**src/design/mmr_pkg.sv**
```systemverilog
`timescale 1ns / 1ps
package mmr_pkg;
  localparam int SAMPLE_W = 16;
  localparam int RESULT_W = 48;
  localparam int POS_W = 12;
  localparam int COUNT_W = 13;
  localparam int NUM_LANES = 4;
  localparam logic [COUNT_W-1:0] COUNT_SAT = '1;

  typedef enum logic [2:0] {
    OP_SUM = 3'd0,
    OP_SUMSQ = 3'd1,
    OP_AVG = 3'd2,
    OP_MAX = 3'd3,
    OP_MIN = 3'd4
  } op_t;

  localparam logic [1:0] REG_OPERATION = 2'd0;
  localparam logic [1:0] REG_DIRECTION = 2'd1;
  localparam logic [1:0] REG_CHANNELS = 2'd2;

  // divider request
  typedef struct packed {
    logic [NUM_LANES-1:0][RESULT_W-1:0] acc;
    logic [COUNT_W-1:0] count;
    logic divide;
    logic [POS_W-1:0] pos;
    logic last;
  } fin_req_t;
endpackage

```
**src/design/mmr_finish.sv**
```systemverilog
`timescale 1ns / 1ps
// rounded average (other results pass through), one quotient bit per cycle for all lanes at once
module mmr_finish #(
  parameter int ACC_BITS = 48
) (
  input  logic clk,
  input  logic rst_n,
  input  logic req_valid,
  output logic req_ready,
  input  mmr_pkg::fin_req_t req,
  output logic res_valid,
  input  logic res_stall,
  output logic [mmr_pkg::NUM_LANES-1:0][mmr_pkg::RESULT_W-1:0] res_acc,
  output logic [mmr_pkg::POS_W-1:0] res_pos,
  output logic res_last
);
  import mmr_pkg::*;

  localparam int CNT_W = $clog2(ACC_BITS + 1);

  typedef enum logic [2:0] {
    S_IDLE = 3'b001,
    S_DIV = 3'b010,
    S_OUT = 3'b100
  } fstate_t;

  fstate_t state_r, state_nxt;
  logic [CNT_W-1:0] bit_r;
  logic [NUM_LANES-1:0][ACC_BITS-1:0] quo_r;
  logic [NUM_LANES-1:0][COUNT_W:0] rem_r;
  logic [COUNT_W-1:0] den_r;
  logic div_r;
  logic [NUM_LANES-1:0][RESULT_W-1:0] out_r;
  logic [POS_W-1:0] pos_r;
  logic last_r;

  assign req_ready = (state_r == S_IDLE) || (state_r == S_OUT && !res_stall);
  assign res_valid = (state_r == S_OUT);
  assign res_acc = out_r;
  assign res_pos = pos_r;
  assign res_last = last_r;

  // next state
  always_comb begin
    state_nxt = state_r;
    case (state_r)
      S_IDLE: if (req_valid) state_nxt = req.divide ? S_DIV : S_OUT;
      S_DIV: if (bit_r == '0) state_nxt = S_OUT;
      S_OUT: begin
        if (!res_stall) begin
          if (req_valid) state_nxt = req.divide ? S_DIV : S_OUT;
          else state_nxt = S_IDLE;
        end
      end
      default: state_nxt = S_IDLE;
    endcase
  end

  always_ff @(posedge clk) begin
    if (!rst_n) state_r <= S_IDLE;
    else state_r <= state_nxt;
  end

  // restoring division and final rounding
  always_ff @(posedge clk) begin
    logic [COUNT_W+1:0] trial;
    logic [COUNT_W+1:0] twice;
    logic [ACC_BITS-1:0] q;
    if (req_valid && req_ready) begin
      for (int l = 0; l < NUM_LANES; l++) begin
        quo_r[l] <= ACC_BITS'(req.acc[l]);
        rem_r[l] <= '0;
        out_r[l] <= req.acc[l];
      end
      den_r <= req.count;
      div_r <= req.divide;
      pos_r <= req.pos;
      last_r <= req.last;
      bit_r <= CNT_W'(ACC_BITS);
    end else if (state_r == S_DIV) begin
      if (bit_r != '0) begin
        for (int l = 0; l < NUM_LANES; l++) begin
          trial = {rem_r[l], quo_r[l][ACC_BITS-1]};
          if (trial >= {2'b00, den_r}) begin
            rem_r[l] <= (COUNT_W+1)'(trial - {2'b00, den_r});
            quo_r[l] <= {quo_r[l][ACC_BITS-2:0], 1'b1};
          end else begin
            rem_r[l] <= (COUNT_W+1)'(trial);
            quo_r[l] <= {quo_r[l][ACC_BITS-2:0], 1'b0};
          end
        end
        bit_r <= bit_r - 1'b1;
      end else begin
        for (int l = 0; l < NUM_LANES; l++) begin
          twice = {rem_r[l], 1'b0};
          q = quo_r[l];
          if (twice > {2'b00, den_r} || (twice == {2'b00, den_r} && q[0]))
            q = q + 1'b1;
          out_r[l] <= RESULT_W'(q);
        end
      end
    end
  end

  assert property (@(posedge clk) disable iff (!rst_n)
    (state_r == S_DIV && bit_r == '0) |=> (state_r == S_OUT))
    else $error("divider did not finish");
  assert property (@(posedge clk) disable iff (!rst_n)
    (state_r == S_OUT && res_stall) |=> $stable(out_r))
    else $error("held result changed");
  assert property (@(posedge clk) disable iff (!rst_n)
    (state_r == S_DIV) |-> (div_r && den_r > 1))
    else $error("divide without divisor");
endmodule

```
**config.mk**
```make
export PLATFORM = sky130hd
export DESIGN_NAME = mmr_finish
export DESIGN_NICKNAME = d
export VERILOG_FILES = /design/src/design/mmr_pkg.sv /design/src/design/mmr_finish.sv
export SDC_FILE = /design/constraint.sdc
export NUM_CORES = 1
export LEC_CHECK = 0
export ABC_CLOCK_PERIOD_IN_PS = 21800
export CORE_ASPECT_RATIO = 0.5
export CORE_MARGIN = 2
export CORE_UTILIZATION = 58
export CTS_CLUSTER_DIAMETER = 60
export DETAILED_ROUTE_END_ITERATION = 7
export DONT_BUFFER_PORTS = 1
export GPL_ROUTABILITY_DRIVEN = 0
export PLACE_DENSITY = 0.76
export SKIP_LAST_GASP = 1
export SYNTH_ARGS = -nofsm -noshare
export SYNTH_HDL_FRONTEND = slang
export SYNTH_SLANG_ARGS = --single-unit
```
**constraint.sdc**
```tcl
create_clock -name clk -period 21.8 [get_ports clk]
set_clock_uncertainty 0.15 [all_clocks]
set_input_delay 2.18 -clock clk [delete_from_list [all_inputs] [get_ports clk]]
set_output_delay 2.18 -clock clk [all_outputs]
set_load 0.1 [all_outputs]
```
* After elaboration in Yosys (flattened, before gate mapping)
Index checks and enable logic that the tools add are counted.
** Storage, ports and cells
- Input bits :: 223
- Bits in registers :: 475
- Logic and storage cells :: 89
- Output and inout port bits :: 207
** Cells by class
- Eq/ne operators :: 11
- Add/sub/neg operators :: 9
- $lt $le $gt $ge :: 8
- Reduce and logical (&&, ||, !) cells :: 20
- Muxes and demuxes :: 24
** Operators by type and width (number)
- two-way mux 192 bit :: 6
- adder 48 x 1 -> 48 bit (second input constant) :: 4
- two-way mux 48 bit :: 4
- == test 15 x 13 -> 1 bit :: 4
- greater-or-equal comparator 15 x 13 -> 1 bit :: 4
- greater-than comparator 15 x 13 -> 1 bit :: 4
- two-way mux 14 bit :: 4
- subtractor 14 x 13 -> 14 bit :: 4
- two-way mux 3 bit :: 5
- one-hot mux 3 bit (3 select lines) :: 1
- inequality test 2 bit (second input constant) :: 4
- logical AND 1 bit :: 6
- zero test 6 bit :: 1
- AND reduction 2 bit :: 3
- nonzero test 6 bit :: 1
- subtractor 6 x 1 -> 6 bit (second input constant) :: 1
- logical OR 1 bit :: 5
- two-way mux 1 bit :: 4
- nonzero test 2 bit :: 2
- == test 3 x 1 -> 1 bit (second input constant) :: 1
- == test 3 x 2 -> 1 bit (second input constant) :: 1
- == test 3 bit (second input constant) :: 1
- AND reduction 3 bit :: 1
- zero test 1 bit :: 1

* Depth between registers and ports, before layout
- Depth in word-level cells :: 7
- Gate-level depth with buffers :: 12
- Gate-level depth less buffers :: 12

* Least setup slack after synthesis
No wires, ideal clock.
- Kind :: register to register
- Start point :: register bit_r[2]
- End point :: register out_r (netlist bit res_acc[0]) (enable)
- Cell stages (with the launch flop) :: 4
- Required time :: 20.388 ns
- Arrival time :: 20.359 ns
- Buffers on the path :: 0
- Library setup time :: 1.262 ns
- Setup slack :: 0.029 ns
- Period minus slack after synthesis :: 21.771 ns
- Path through :: dfxtp_1 or3_1 or3b_2 o41ai_1
** Between the ends
- Word-level cells in the longest chain between the ends :: 3
** Ends and longest elaborated chain
- from (decl) :: RTL line mmr_finish.sv:28 : logic [CNT_W-1:0] bit_r;
- from (signal assigned) :: RTL line mmr_finish.sv:79 : bit_r <= CNT_W'(ACC_BITS);
- from (signal assigned) :: RTL line mmr_finish.sv:92 : bit_r <= bit_r - 1'b1;
- nonzero test 6 bit :: RTL line mmr_finish.sv:81 : if (bit_r != '0) begin
- inequality test 2 bit (no line)
- AND reduction 2 bit (no line)
- to (signal, indexed assignment) :: RTL line mmr_finish.sv:73 : out_r[l] <= req.acc[l];
- to (signal, indexed assignment) :: RTL line mmr_finish.sv:99 : out_r[l] <= RESULT_W'(q);
- to (decl) :: RTL line mmr_finish.sv:33 : logic [NUM_LANES-1:0][RESULT_W-1:0] out_r;
No other way between the ends.
A chain may end at the register's enable or synchronous reset.

* Final worst setup path
- Start point :: input res_stall
- End point :: register out_r (netlist bit res_acc[183]) (data pin)
** Between the ends
- Word-level cells in the longest chain between the ends :: 5
** Ends and longest elaborated chain
- from (decl) :: RTL line mmr_finish.sv:12 : input logic res_stall,
- zero test 1 bit
- logical AND 1 bit :: RTL line mmr_finish.sv:37 : assign req_ready = (state_r == S_IDLE) || (state_r == S_OUT && !res_stall);
- logical OR 1 bit :: RTL line mmr_finish.sv:37
- named net req_ready :: RTL line mmr_finish.sv:9 : output logic req_ready,
- logical AND 1 bit :: RTL line mmr_finish.sv:69 : if (req_valid && req_ready) begin
- two-way mux 192 bit :: RTL line mmr_finish.sv:69
The timed path passes the listed nets, and every way through them passes these cells.

==> flow_summary.json <==
{
  "async_flop_share_pct": 0,
  "critPathSlowestCell": "buf_4",
  "dpl.hpwl_um": 43100,
  "drc": 0,
  "cts_sinks": 475,
  "fp.dieW_um": 298,
  "crit_required_ns": 21.91,
  "coreArea_um2": 42300,
  "critPathLaunchType": "primary input",
  "vias": 18744,
  "rsz0062_at_grt": "false",
  "fin_ws_ns": 15.70,
  "post_synth_num_cell_types": 85,
  "avgSynthCellArea_um2": 9.88,
  "vdd_drop_max_mv": 0.0626,
  "firstDrtPassIters": 6,
  "grt_util_all_layers_pct": 26.9,
  "clkLatencyLatePin_ns": 0.56,
  "worst_ep_arrival_time_ns": 6.21,
  "cp_slowest_stage_delay_ns": 0.88,
  "cts_tree": "done",
  "maxSlewViolCount": 0,
  "multiInputGateArea_um2": 10800,
  "power_leakage_nw": 9.74,
  "rows": 53,
  "outcome": "completed",
  "start_util_pct": 59.2,
  "period_minus_slack_ns": 6.10,
  "syn-num-nets": 2821,
  "grt_pass1_wl_um": 95600,
  "period_share_pct": 28.0,
  "antenna_found_initial": 6,
  "portBuffers": 0,
  "cp-end-kind": "flip-flop",
  "h-tree-depth": 2,
  "seq_area_um2": 13600,
  "numCtsBuffers": 44,
  "final_layout_size_suffix_gt1_share_pct": 5.14,
  "wl_per_cell_um": 20.1,
  "cts.root.buffer_cell": "clkbuf_16",
  "dieArea_um2": 45000,
  "critPathKind": "primary input to flip-flop",
  "syn-cell-area_um2": 25100,
  "yosysWarnings": 0,
  "crit_buf_inv": 3,
  "cp_max_fo": 125,
  "nFillCells": 3365,
  "hold_class": "flip-flop to flip-flop",
  "postCtsSetupBuffers": 0,
  "setup_viol": 0,
  "viasPerCell": 6.02,
  "drt_iter0_markers": 1680,
  "grt-ovfl-total": 0,
  "final_antenna_net_count": 0,
  "hold_viol": 0,
  "die_h_um": 151,
  "num_io_pins": 430,
  "syn2layout_area_growth_pct": 7.61,
  "hold_buffers": 0,
  "worstPathCellList": "o21ai_0 -> and2_1 -> nand2_4 -> inv_8 -> buf_4 -> buf_4 -> o21ai_0",
  "fmax_mhz": 164,
  "power_density_nw_per_um2": 109,
  "relSlewSlack_pct": 18.9,
  "grt_pass1_vias": 17392,
  "grt_max_degree": 184,
  "synth_edf_count": 410,
  "synth-seq-cells": 475,
  "worstMarginPinSlew_ns": 1.22,
  "cts_resized": 0,
  "clk_pin_slew_ns": 0.06,
  "synth_flop_cell": "edfxtp_1",
  "max_cap_violations": 0,
  "cp_top_family": "buffers and inverters",
  "synth_cells": 2536,
  "tns_ns": 0,
  "synth.yosys.seq_area_share_pct": 54.3,
  "layout.nets": 2780,
  "place_ws_ns": 15.17,
  "wl_um": 62700,
  "cts_max_path_buffers": 3
}
## stage by stage
step	hold slack, ns	instance area (um2)	std cells	total power [mW]	util, %
2_1_floorplan	0.290	25100	2536	2.08	-
3_3_place_gp	0.310	25500	3026	2.15	60.3
3_5_place_dp	0.328	25500	3026	2.17	60.3
4_1_cts	0.338	26900	3105	2.96	63.7
5_1_grt	0.360	27000	3111	3.06	63.7
6_report	0.336	27000	3112	2.95	63.7
## registers in the layout (all words and copies together) (netlist names)
name,count
bit_r,6
den_r,13
quo_r,192
rem_r,56
res_acc,192
res_last,1
res_pos,12
state_r,3
## report_power, final
group / switching (mW) / leakage [nW] / internal, mW
logic: 0.271 / 4.58 / 0.131
registers: 0.552 / 4.45 / 1.20
clock network: 0.342 / 0.714 / 0.449
total: 1.17 / 9.74 / 1.78
## layout by cell type, fill, tap and decap left out, types with 13 or more instances in the layout
master | synthesis | layout
buf_4 | 2 | 16
nor2_1 | 100 | 98
o211ai_1 | 16 | 16
and3_1 | 32 | 32
clkbuf_1 | 72 | 13
clkbuf_16 | 0 | 48
o21ai_1 | 15 | 16
nand2_1 | 705 | 704
o21ai_0 | 242 | 241
mux2i_1 | 22 | 22
xnor2_1 | 107 | 107
xor2_1 | 119 | 119
a21oi_1 | 114 | 113
inv_1 | 52 | 50
ha_1 | 58 | 58
nor2b_1 | 13 | 13
dfxtp_1 | 65 | 65
nand4_1 | 54 | 54
nand3_1 | 104 | 104
nor3_1 | 33 | 33
edfxtp_1 | 410 | 410
and4_1 | 14 | 14
## layer usage
layer	vias to the layer above	wire length [um]	global-route usage (%)
met4	0	3170	12.5
met5	-	0	0
met3	177	3830	4.19
met2	699	29800	43.9
met1	8953	25800	35.9
li1	8915	-	-
## final cells by class
cell class	instances	area share, %
multi-input cells	1905	40.1
inverters	52	0.780
clock buffers	66	4.83
well taps	577	2.68
flip-flops and latches	475	50.5
diodes	7	0.0650
clock inverters	13	0.548
repair buffers	17	0.520
## path summary, 6_finish.rpt
kind,slack [ns],startpoint,depth (start not counted),to
max reg2reg,16.75,state_r[0],8,res_acc[183]
max,15.70,res_stall,7,res_acc[183]
min,0.34,rem_r[3],2,rem_r[3]
min reg2reg,0.34,rem_r[3],2,rem_r[3]
## worst register-to-register path, cell delays in order, from the launching register on
cell and delay [ns]:
dfxtp_1 0.36, nand2b_1 0.19, o21ai_0 0.14, and2_1 0.85, nand2_4 0.43, inv_8 0.62, buf_4 0.76, buf_4 0.94
o21ai_0 0.31
## synthesized netlist by cell type (all sizes together) (16+ instances only)
| cell | n | area share [%] |
|---|---|---|
| nand4 | 55 | 1.4 |
| nor2 | 100 | 1.5 |
| nor3 | 39 | 0.90 |
| inv | 52 | 0.78 |
| dfxtp | 65 | 5.2 |
| o21ai | 258 | 5.2 |
| clkbuf | 74 | 1.2 |
| xnor2 | 107 | 3.7 |
| nand2 | 705 | 11 |
| a21oi | 116 | 2.3 |
| edfxtp | 410 | 49 |
| mux2i | 22 | 0.88 |
| and3 | 35 | 0.89 |
| o211ai | 16 | 0.48 |
| xor2 | 119 | 4.2 |
| ha | 58 | 2.9 |
| buf | 29 | 0.63 |
| nand3 | 106 | 2.2 |
## cells by family after synthesis
group           Yosys count  share of synthesized area (%)
mux                      25                           1.01
flops                   475                           54.3
xor+xnor                226                           7.90
simple gates           1129                           20.3
compound gates          463                           10.6
fa+ha+maj                62                           3.22
buf+inv                 156                           2.64
No activity file was read; power rests on OpenSTA's default activity.
